**src/rtl/mrsr_pkg.sv**
```systemverilog
// ----------------------------------------------------------------------------
// mrsr_pkg
// Shared types and constants for the marked reverse string recogniser.
// ----------------------------------------------------------------------------
package mrsr_pkg;

  localparam int STACK_DEPTH = 64;
  localparam int SYM_W       = 8;
  localparam int SP_W        = $clog2(STACK_DEPTH + 1);

  localparam logic [SYM_W-1:0] MARKER_RESET = 8'd99;

  // Error kinds reported with the verdict
  typedef enum logic [2:0] {
    ERR_NONE      = 3'd0,
    ERR_NO_MARKER = 3'd1,
    ERR_MISMATCH  = 3'd2,
    ERR_LENGTH    = 3'd3,
    ERR_OVERFLOW  = 3'd4
  } err_t;

  // Shift command broadcast to every stack cell
  typedef struct packed {
    logic push;
    logic pop;
  } stack_op_t;

endpackage

```
**src/rtl/mrsr_cell.sv**
```systemverilog
// ----------------------------------------------------------------------------
// mrsr_cell
// One stack entry. Push loads from the neighbour nearer the top, pop loads
// from the neighbour further down.
// ----------------------------------------------------------------------------
module mrsr_cell
  import mrsr_pkg::*;
(
  input  logic             clk,
  input  stack_op_t        op,
  input  logic [SYM_W-1:0] above_sym,
  input  logic [SYM_W-1:0] below_sym,
  output logic [SYM_W-1:0] cell_sym
);

  logic [SYM_W-1:0] sym_r;
  logic [SYM_W-1:0] sym_nxt;

  // shift up or down the chain
  always_comb begin
    sym_nxt = sym_r;
    if (op.push) begin
      sym_nxt = above_sym;
    end else if (op.pop) begin
      sym_nxt = below_sym;
    end
  end

  always_ff @(posedge clk) begin
    sym_r <= sym_nxt;
  end

  assign cell_sym = sym_r;

endmodule

```
**src/rtl/mrsr_ctrl.sv**
```systemverilog
// ----------------------------------------------------------------------------
// mrsr_ctrl
// Stack pointer, phase and first-error tracking, marker register and the
// registered verdict word.
// ----------------------------------------------------------------------------
module mrsr_ctrl
  import mrsr_pkg::*;
(
  input  logic             clk,
  input  logic             rst_n,
  input  logic             cfg_wr_en,
  input  logic [SYM_W-1:0] cfg_wr_data,
  input  logic             in_tvalid,
  output logic             in_tready,
  input  logic [SYM_W-1:0] in_sym,
  input  logic             in_tlast,
  output logic             out_tvalid,
  input  logic             out_tready,
  output logic             out_verdict,
  output err_t             out_err,
  input  logic [SYM_W-1:0] top_sym,
  output stack_op_t        op
);

  typedef enum logic [1:0] {
    PH_PUSH  = 2'd0,
    PH_MATCH = 2'd1
  } phase_t;

  phase_t           phase_r, phase_nxt;
  logic [SP_W-1:0]  sp_r, sp_nxt;
  err_t             err_r, err_nxt;
  logic [SYM_W-1:0] marker_r;
  logic             out_valid_r, out_valid_nxt;
  logic             verdict_r, verdict_nxt;
  err_t             err_out_r, err_out_nxt;
  logic             accept;
  err_t             err_step;
  phase_t           phase_step;
  logic [SP_W-1:0]  sp_step;

  // output register frees itself when the word is taken
  assign in_tready = !out_valid_r || out_tready;
  assign accept    = in_tvalid && in_tready;

  // per-symbol step
  always_comb begin
    err_step   = err_r;
    phase_step = phase_r;
    sp_step    = sp_r;
    op         = '0;
    if (accept && err_r == ERR_NONE) begin
      unique case (phase_r)
        PH_PUSH: begin
          if (in_sym == marker_r) begin
            phase_step = PH_MATCH;
          end else if (sp_r == SP_W'(STACK_DEPTH)) begin
            err_step = ERR_OVERFLOW;
          end else begin
            op.push = 1'b1;
            sp_step = sp_r + 1'b1;
          end
        end
        PH_MATCH: begin
          if (sp_r == '0) begin
            err_step = ERR_LENGTH;
          end else begin
            op.pop  = 1'b1;
            sp_step = sp_r - 1'b1;
            if (top_sym != in_sym) begin
              err_step = ERR_MISMATCH;
            end
          end
        end
        default: ;
      endcase
    end
  end

  // end of string: final checks, verdict and clear
  always_comb begin
    phase_nxt     = phase_step;
    sp_nxt        = sp_step;
    err_nxt       = err_step;
    out_valid_nxt = out_valid_r && !out_tready;
    verdict_nxt   = verdict_r;
    err_out_nxt   = err_out_r;
    if (accept && in_tlast) begin
      err_out_nxt = err_step;
      if (err_step == ERR_NONE) begin
        if (phase_step == PH_PUSH) begin
          err_out_nxt = ERR_NO_MARKER;
        end else if (sp_step != '0) begin
          err_out_nxt = ERR_LENGTH;
        end
      end
      verdict_nxt   = (err_out_nxt == ERR_NONE);
      out_valid_nxt = 1'b1;
      phase_nxt     = PH_PUSH;
      sp_nxt        = '0;
      err_nxt       = ERR_NONE;
    end
  end

  always_ff @(posedge clk) begin
    if (!rst_n) begin
      phase_r     <= PH_PUSH;
      sp_r        <= '0;
      err_r       <= ERR_NONE;
      marker_r    <= MARKER_RESET;
      out_valid_r <= 1'b0;
    end else begin
      phase_r     <= phase_nxt;
      sp_r        <= sp_nxt;
      err_r       <= err_nxt;
      out_valid_r <= out_valid_nxt;
      if (cfg_wr_en) begin
        marker_r <= cfg_wr_data;
      end
    end
    verdict_r <= verdict_nxt;
    err_out_r <= err_out_nxt;
  end

  assign out_tvalid  = out_valid_r;
  assign out_verdict = verdict_r;
  assign out_err     = err_out_r;

endmodule

```
**src/rtl/marked_reverse_string_recognizer_unit.sv**
```systemverilog
// ----------------------------------------------------------------------------
// marked_reverse_string_recognizer_unit
// Recognises strings of the form w, marker, reverse(w) with a shift stack.
// ----------------------------------------------------------------------------
// Takes one symbol word per cycle, back to back, and gives one verdict word
// the cycle after the word flagged by in_tlast. The stack is a chain of
// STACK_DEPTH cells that shift down on a push and up on a pop, so the top
// entry is always in the first cell, where it is compared with the incoming
// symbol. A verdict word is held in the output register; the input stalls
// only while that word is held and out_tready is low, so with the result
// side ready the input never stalls. Only the first error in a string is
// reported; the stack is emptied after every verdict. The marker symbol
// (reset 99) is written through cfg_wr_en / cfg_wr_data; the user must do so
// only while the unit is idle, as the unit itself does not enforce this.
module marked_reverse_string_recognizer_unit
  import mrsr_pkg::*;
(
  input  logic       clk,
  input  logic       rst_n,
  input  logic       cfg_wr_en,
  input  logic [7:0] cfg_wr_data,  // marker_symbol
  input  logic       in_tvalid,
  output logic       in_tready,
  input  logic [7:0] in_tdata,     // [7:0] symbol
  input  logic       in_tlast,     // last_symbol
  output logic       out_tvalid,
  input  logic       out_tready,
  output logic [7:0] out_tdata     // [0] verdict, [3:1] error_kind, [7:4] zero
);

  stack_op_t        op;
  logic [SYM_W-1:0] cell_sym [STACK_DEPTH];
  logic             verdict;
  err_t             err;

  // control and verdict register
  mrsr_ctrl u_ctrl (
    .clk         (clk),
    .rst_n       (rst_n),
    .cfg_wr_en   (cfg_wr_en),
    .cfg_wr_data (cfg_wr_data),
    .in_tvalid   (in_tvalid),
    .in_tready   (in_tready),
    .in_sym      (in_tdata),
    .in_tlast    (in_tlast),
    .out_tvalid  (out_tvalid),
    .out_tready  (out_tready),
    .out_verdict (verdict),
    .out_err     (err),
    .top_sym     (cell_sym[0]),
    .op          (op)
  );

  // stack chain, cell 0 is the top
  for (genvar i = 0; i < STACK_DEPTH; i++) begin : g_cell
    logic [SYM_W-1:0] above;
    logic [SYM_W-1:0] below;
    if (i == 0) begin : g_first
      assign above = in_tdata;
    end else begin : g_mid
      assign above = cell_sym[i-1];
    end
    if (i == STACK_DEPTH - 1) begin : g_last
      assign below = '0;
    end else begin : g_inner
      assign below = cell_sym[i+1];
    end
    mrsr_cell u_cell (
      .clk       (clk),
      .op        (op),
      .above_sym (above),
      .below_sym (below),
      .cell_sym  (cell_sym[i])
    );
  end

  assign out_tdata = {4'b0000, err, verdict};

endmodule
```
**config.mk**
```make
export PLATFORM = sky130hd
export DESIGN_NAME = marked_reverse_string_recognizer_unit
export DESIGN_NICKNAME = d
export VERILOG_FILES = /design/src/rtl/mrsr_pkg.sv /design/src/rtl/mrsr_cell.sv /design/src/rtl/mrsr_ctrl.sv /design/src/rtl/marked_reverse_string_recognizer_unit.sv
export SDC_FILE = /design/constraint.sdc
export NUM_CORES = 1
export LEC_CHECK = 0
export ABC_AREA = 1
export ABC_CLOCK_PERIOD_IN_PS = 33500
export BUFFER_PORTS_ARGS = -buffer_cell sky130_fd_sc_hd__buf_2
export CORE_MARGIN = 2
export CORE_UTILIZATION = 45
export DETAILED_ROUTE_END_ITERATION = 8
export GPL_TIMING_DRIVEN = 1
export SLEW_MARGIN = 20
export SYNTH_ARGS = -nofsm -noshare
export SYNTH_HDL_FRONTEND = slang
export SYNTH_SLANG_ARGS = --single-unit
```
**constraint.sdc**
```tcl
create_clock -name clk -period 33.5 [get_ports clk]
set_input_delay 6.7 -clock clk [delete_from_list [all_inputs] [get_ports clk]]
set_output_delay 6.7 -clock clk [all_outputs]
set_load 0.02 [all_outputs]
```
---- After elaboration in Yosys (flattened, before gate mapping) ----
Cells that the tools add are included.
cells by class
  add/sub/neg operators ................... 2
  reduce and logical (&&, ||, !) cells .... 16
  bitwise operators ....................... 1
  equality and inequality tests ........... 4
  multiplexer cells ....................... 153
operators with widths
  kind                                                                number
  8-bit 2-to-1 mux                                                    128
  7-bit 2-to-1 mux                                                    4
  3-bit 2-to-1 mux                                                    9
  7-bit case mux with 2 select lines                                  1
  3-bit zero test                                                     3
  8-bit == test                                                       1
  2-bit 2-to-1 mux                                                    4
  8-bit inequality test                                               1
  7-bit by 1-bit adder with 7-bit output, second input constant       1
  7-bit == test, second input constant                                1
  7-bit zero test                                                     1
  7-bit nonzero test                                                  1
  7-bit by 1-bit subtractor with 7-bit output, second input constant  1
  1-bit 2-to-1 mux                                                    6
  3-bit case mux with 2 select lines                                  1
  1-bit logical AND                                                   4
  2-bit zero test                                                     2
  2-bit by 1-bit == test with 1-bit output, second input constant     1
  1-bit zero test                                                     2
  2-bit nonzero test                                                  1
  2-bit OR reduction                                                  1
  1-bit logical OR                                                    1
  1-bit inverter                                                      1
word-level totals
  output and inout bits ................... 10
  word-level logic and storage cells ...... 247
  bits in registers ....................... 537
  bits of input ports ..................... 22

---- Depth between registers and ports, before layout ----
Gate-level depths: netlist of the first run.
  word-level depth ........................ 11
  depth in mapped cells ................... 16

---- Cells and area by module ----
A second synthesis of the first run with hierarchy kept.
unflattened totals
  cells, all modules ...................... 2514
  area, all modules ....................... 24315.8 um^2
by module, submodules not included
  module                                 instances  sequential area each (um^2)  area an instance (um^2)  cells an instance
  mrsr_cell                              64         240.2                        351.6                    35
  mrsr_ctrl                              1          540.5                        1773.0                   268
  marked_reverse_string_recognizer_unit  1          0.0                          41.3                     6

---- Worst setup path before layout of the first run ----
No wires, ideal clock.
  kind .................................... input port to flip-flop
  start ................................... input out_tready
  end ..................................... register g_cell[0].u_cell.sym_r[0], enable pin
  arrival time ............................ 17.330 ns
  cell stages on the path ................. 8
  setup time .............................. 0.860 ns
  path slack .............................. 15.311 ns
  cells stage by stage .................... inv_1 nand2_2 nand2_1 nor2_4 nand2_2 nor2_1 nand2_1 inv_1
on the way
  cells in the longest elaborated chain, start to end .. 5
ends and longest elaborated chain
  item                          RTL line                                     RTL
  from (decl)                   marked_reverse_string_recognizer_unit.sv:27  input logic out_tready,
  1-bit logical OR              mrsr_ctrl.sv:43                              assign in_tready = !out_valid_r || out_tready;
  via in_tready                 marked_reverse_string_recognizer_unit.sv:23  output logic in_tready,
  1-bit logical AND             mrsr_ctrl.sv:44                              assign accept = in_tvalid && in_tready;
  1-bit logical AND             mrsr_ctrl.sv:52                              if (accept && err_r == ERR_NONE) begin
  2-bit 2-to-1 mux              mrsr_ctrl.sv:52
  2-bit nonzero test (no line)  n/a
  to (signal assigned)          mrsr_cell.sv:30                              sym_r <= sym_nxt;
  to (decl)                     mrsr_cell.sv:16                              logic [SYM_W-1:0] sym_r;
The timed path passes the listed nets, and every way through them passes these cells.
A chain may end at the register's enable or synchronous reset.

---- Worst setup path in the final report of the first run ----
  start ................................... input out_tready
  end ..................................... output in_tready
on the way
  cells in the longest elaborated chain, start to end .. 1
ends and longest elaborated chain
  item              RTL line
  1-bit logical OR  mrsr_ctrl.sv:43
  to (decl)         marked_reverse_string_recognizer_unit.sv:23
No other way between the ends.

==> results of run 1 <==
sequential cells by signal, indices dropped and copies added (netlist names):
register,count
g_cell.u_cell.cell_sym,512
u_ctrl.marker_r,8
u_ctrl.sp_r,7
u_ctrl.err_r,3
u_ctrl.out_err,3
u_ctrl.phase_r,2
u_ctrl.out_tvalid,1
u_ctrl.out_verdict,1
cell usage in the layout (no fill, tap or decap), drive strengths merged:
cell type  netlist  final
xor2            15     15
inv            282    283
nand4            3      3
conb             1      4
nand3           27     27
a22oi            1      1
edfxtp         516    516
a21boi           1      1
nor3             3      3
xnor2            4      4
nor2           291    291
a31oi            1      1
mux2             9      9
dfxtp           21     21
and2             1      1
or2              1      1
o21ai          254    254
clkinv           0     28
clkbuf           3     75
a21oi          259    259
nand2          317    317
nor4             2      2
nor3b            1      1
nand3b           1      1
buf            117     37
ha               3      3
logic make-up (layout without fill, tap and decap cells):
logic type,after synthesis,in the layout,synth area share [%]
AO/OA/AOI/OAI,516,516,11.2
XOR/XNOR,19,19,0.719
adder cells (fa/ha/maj),3,3,0.162
buffers and inverters,402,423,7.71
flip-flops,537,537,68.8
multiplexers,9,9,0.438
other,1,4,0.0162
AND/OR/NAND/NOR,647,647,11.0
tightest hold or removal path: cells and delay by family, from the launching register on:
family          cells  cell delay (ps)
compound gates      1               60
buf+inv             1               70
flops               1              310
layout make-up:
type                    count  area share [%]
clock inverters            29           0.551
inverters                 282            4.23
multi-input cells        1198            21.6
repair buffers             37           0.998
flip-flops and latches    537            63.2
well taps                 680            3.38
clock buffers              75            6.01
power by group:
part,total [uW],internal [uW],switching [uW]
sequential,844,820,23.5
combinational,127,40.0,87.5
clock,563,316,247
metal layers:
layer / vias up / track usage, % / wire, um
met1: 6443 / 17.7 / 17200
met5: - / 0 / 0
met3: 50 / 2.94 / 1290
li1: 7121 / - / -
met2: 152 / 21.2 / 15800
met4: 0 / 4.05 / 764
worst paths after layout:
kind | startpoint | to | slack (ps) | cells after the start
setup reg to reg | u_ctrl.marker_r[0] | g_cell[62].u_cell.cell_sym[7] | 29070 | 11
hold / removal | u_ctrl.marker_r[4] | u_ctrl.marker_r[4] | 480 | 2
setup / recovery | out_tready | in_tready | 19690 | 4
hold reg to reg | u_ctrl.marker_r[4] | u_ctrl.marker_r[4] | 480 | 2
per-stage QoR:
stage                     setup WS (ps)  area [um^2]  instances
after detailed placement          19680        23500       2734
after global routing              19660        25200       2838
final                             19690        25200       2838
after global placement            19680        23500       2734
after CTS                         19680        25200       2838
after floorplan                   15310        23200       2137
==> results by group, run 1 <==
Status
  – Status: finished, final reports clean

STA
  – Pins over their slew limit: 0
  – Crit share post-route: 41.2%
  – Setup TNS: 0 ps
  – Hold Vio Cnt, Final: 0
  – Fmax: 72.4 MHz
  – Tmin final: about 14000 ps
  – Worst Max-Slew Pin Slew: 1190 ps
  – Endpoints failing setup: 0
  – Fin Hold WS: 478 ps
  – Clk_skew: between 20 and 25 ps
  – RSZ-0062 raised after global routing: false
  – Worst rel slew slack: 20.4%

Logic synthesis
  – Sequential area share after synthesis: 68.8%
  – Post-synth top cells: edfxtp_1, nand2_1, nor2_1
  – Syn Inst Count: 2134
  – Number of synthesized register bits: 537
  – Syn Area/Cell: 10.8 um^2
  – Synth Warn #: 0
  – Post-synth EDFFs: 516
  – Synthesized cell area: 23100 um^2
  – Most used DFF post-synth: edfxtp_1
  – Ys async rst share: 0%
  – Most common cell in the netlist: edfxtp_1
  – Area leader, netlist: edfxtp_1
  – Post-synth cell types: 34
  – Yosys top cell area share: 67.0%
  – Top post-synthesis cells by area: edfxtp_1, a21oi_1, o21ai_0, nand2_1, nor2_1

CTS
  – Clock Tree Buf Depth: 3
  – Sink Count: about 540
  – Root Driver: clkbuf_16
  – Hold_buf cts: 0
  – Clock Pin Slew Worst Setup and Hold Paths: 60 ps
  – Num CTS Buffers: 56
  – H-tree depth: 2
  – CTS tree: done
  – Worst skew pair latency: about 600 ps
  – Post-cts repair resize count: 0
  – Postcts setup bufs: 0

Placed design
  – Port bufs: 27
  – Routability cong.: 0.777
  – DP HPWL: approximately 20 mm

Power and ir drop
  – Cell Pwr Density: 60.9 nW/um^2
  – Leakage power: 0.00990 uW
  – Max rail drop VDD: 40.0 uV
  – Design Power: about 1500 uW

Drt
  – Routed vias: 13800
  – Antenna Nets Post-Route: 0
  – Initial DRC Count: 1090
  – Total Wirelength: 35.0 mm
  – DR DRC count: 0
  – First drt pass iteration count: 6
  – Drt wl/cell: 12.3 um
  – DR vias/cell: 4.85

Worst setup path
  – Classification of the worst setup path: primary input to primary output
  – CP top delay family: buffers and inverters
  – CP cell instances: buf_2, inv_1, nand2_2, buf_2
  – CP max FO: 3
  – CP Capture Type: primary output
  – Worst EP required: 26800 ps
  – CP bufs+invs: 3
  – Top cell by count, worst path: buf_2
  – Critical Path Start Type: primary input
  – Slowest cell delay on critical path: 160 ps
  – Critical path arrival: 7110 ps
  – Slowest stage cell, crit path: buf_2

Final layout
  – Antenna diode count: 0
  – Layout cells sized above 1: 5.51%
  – Layout area overhead: 8.86%
  – NumNets Final: between 2000 and 2500
  – FF/Latch Area: 15900 um^2
  – Area of the multi-input gates: 5450 um^2
  – Fillers: 4637
  – Final Util: 49.3%

Job
  – # Max-Cap Violations: 0

Global routing
  – Largest net degree at the start of global routing: 289
  – Initial antenna violation count: 0
  – Number of global-route vias before repair: 13400
  – Gr usage total: 13.1%
  – Grt total ovfl: 0
  – First-pass GRT wire length: about 60 mm

Min path
  – Worst Hold Class: flop to flop

Floorplan
  – Die area: 53300 um^2
  – Die W: 231 um
  – IO Pins: 32
  – Die height: ~230 um
  – Row count: 83
  – CORE AREA: ~51000 um^2
  – Initial Utilization: approximately 45%
No activity file was read; power rests on OpenSTA's default activity.
==> run 2: changes to the inputs <==
Settings changed: ABC_CLOCK_PERIOD_IN_PS 33500 to 14100.
Clock period 33.5 ns to 14.1 ns, I/O delays scaled along.
==> results by group, run 2 (synthesis gave the netlist of run 1 again) <==
Status
  – Status: finished, final reports clean

STA
  – Clk_skew: around 23 ps
  – Worst rel slew slack: 32.5%
  – RSZ-0062 raised after global routing: false
  – Tmin final: roughly 6100 ps
  – Final WS setup: 7960 ps
  – Hold Vio Cnt, Final: 0
  – Pins over their slew limit: 0
  – Worst Max-Slew Pin Slew: 1010 ps
  – Setup TNS: 0 ps
  – Fmax: 163 MHz
  – Crit share post-route: a little over two fifths
  – Endpoints failing setup: 0

Min path
  – WHS Path Cells: 2
  – Hold EP: u_ctrl.marker_r[5]
  – Hold_sp: u_ctrl.marker_r[5]
  – Worst Hold Class: flop to flop

Global routing
  – Grt total ovfl: 0
  – Number of global-route vias before repair: 13200
  – First-pass GRT wire length: 62.0 mm
  – Largest net degree at the start of global routing: approximately 270
  – Gr usage total: 13.7%
  – Initial antenna violation count: 0

Worst setup path
  – Slowest cell delay on critical path: 720 ps
  – CP Capture Type: flop
  – Slowest stage cell, crit path: buf_4
  – FF-to-FF Start: u_ctrl.sp_r[1]
  – CP max FO: 145
  – Critical path arrival: 6350 ps
  – Reg2reg path depth: 13
  – R2R setup slack: 9820 ps
  – Critical Path Start Type: primary input
  – Reg-to-reg critical path endpoint: g_cell[62].u_cell.cell_sym[5]
  – CP cell instances: buf_2, inv_1, nand2_2, nand2_1, nor2_4, nand2_2, nor2_1, nand2_1, clkinvlp_4, buf_12, buf_16, buf_4, buf_12
  – Classification of the worst setup path: primary input to flop
  – Worst EP required: 14310 ps

Floorplan
  – Die area: 53300 um^2
  – Die W: 231 um
  – CORE AREA: 51100 um^2
  – Die height: 231 um
  – Initial Utilization: 45.3%
  – IO Pins: 32
  – Row count: 83

Final layout
  – Most frequent cells in the layout: edfxtp_1, nand2_1, nor2_1
  – Most common cell after layout, fill and taps aside: edfxtp_1
  – Fillers: 4624
  – Max reg flops: 512
  – Layout area overhead: 9.72%
  – NumNets Final: 2140
  – Layout cells sized above 1: 6.25%
  – Antenna diode count: 0

Power and ir drop
  – Leakage power: 0.0100 uW
  – Max rail drop VDD: 88.8 uV
  – Cell Pwr Density: 148 nW/um^2

Drt
  – Routed vias: 13800
  – Initial DRC Count: 1169
  – Drt wl/cell: approximately 13 um
  – Antenna Nets Post-Route: 0
  – DR DRC count: 0
  – DR vias/cell: about 4.8
  – Total Wirelength: 35.9 mm
  – First drt pass iteration count: 5

CTS
  – Sink Count: 537
  – Num CTS Buffers: 56
  – Post-cts repair resize count: 0
  – Clock Tree Buf Depth: 3
  – Root Driver: clkbuf_16
  – Worst skew pair latency: approximately 600 ps
  – Hold_buf cts: 0
  – Postcts setup bufs: 0
  – Clock Pin Slew Worst Setup and Hold Paths: 60 ps
  – CTS tree: done
  – H-tree depth: 2

Placed design
  – Routability cong.: 0.806
  – Port bufs: 27
  – Pre-CTS WS: 7460 ps
  – DP HPWL: 20.8 mm

Job
  – # Max-Cap Violations: 0
-- run 2: how the worst max path moves through the flow --
stage	startpoint	endpoint	depth (start not counted)	slack, ps
floorplan	in_tdata[1]	g_cell[0].u_cell.cell_sym[0]	10	2370
global placement	out_tready	g_cell[54].u_cell.cell_sym[4]	12	7530
detailed placement	out_tready	g_cell[52].u_cell.cell_sym[4]	12	7460
CTS	out_tready	in_tready	4	8060
global route	in_tdata[0]	g_cell[53].u_cell.cell_sym[7]	11	7680
finish	out_tready	g_cell[62].u_cell.cell_sym[5]	13	7960
-- run 2: power breakdown --
part	leakage, uW	switching, uW	internal (uW)
Combinational	0.00393	211	96.6
Sequential	0.00518	56.1	1950
Clock	0.000896	589	865
Total	0.0100	856	2910
-- run 2: through the flow --
| step | instances | hold slack, ps | area [um^2] | util (%) | power, uW |
|---|---|---|---|---|---|
| after floorplan | 2137 | 444 | 23200 | - | 2300 |
| after global placement | 2736 | 466 | 23500 | 46.1 | 2330 |
| after detailed placement | 2736 | 474 | 23500 | 46.1 | 2350 |
| after CTS | 2839 | 484 | 25400 | 49.6 | 3820 |
| after global routing | 2840 | 517 | 25400 | 49.7 | 3950 |
| final | 2840 | 492 | 25400 | 49.7 | 3770 |
-- run 2: layout make-up --
class / instances / area [um^2] / share of cell area [%]
inverter: 282 / 1060 / 4.18
timing repair buffer: 40 / 294 / 1.16
clock inverter: 28 / 292 / 1.15
clock buffer: 75 / 1520 / 6.00
multi-input combinational: 1198 / 5450 / 21.5
sequential: 537 / 15900 / 62.7
tap: 680 / 851 / 3.35
-- run 2: metal layers --
layer	track usage [%]	vias to the layer above	wire, um
met1	19.4	6418	17700
met5	0	-	0
met4	4.11	0	785
met2	21.0	160	16100
li1	-	7128	-
met3	3.01	64	1300
-- run 2: worst max-delay path: cells and delay by family --
kind | cells | cell delay [ps]
buf+inv | 7 | 2440
simple gates | 6 | 790
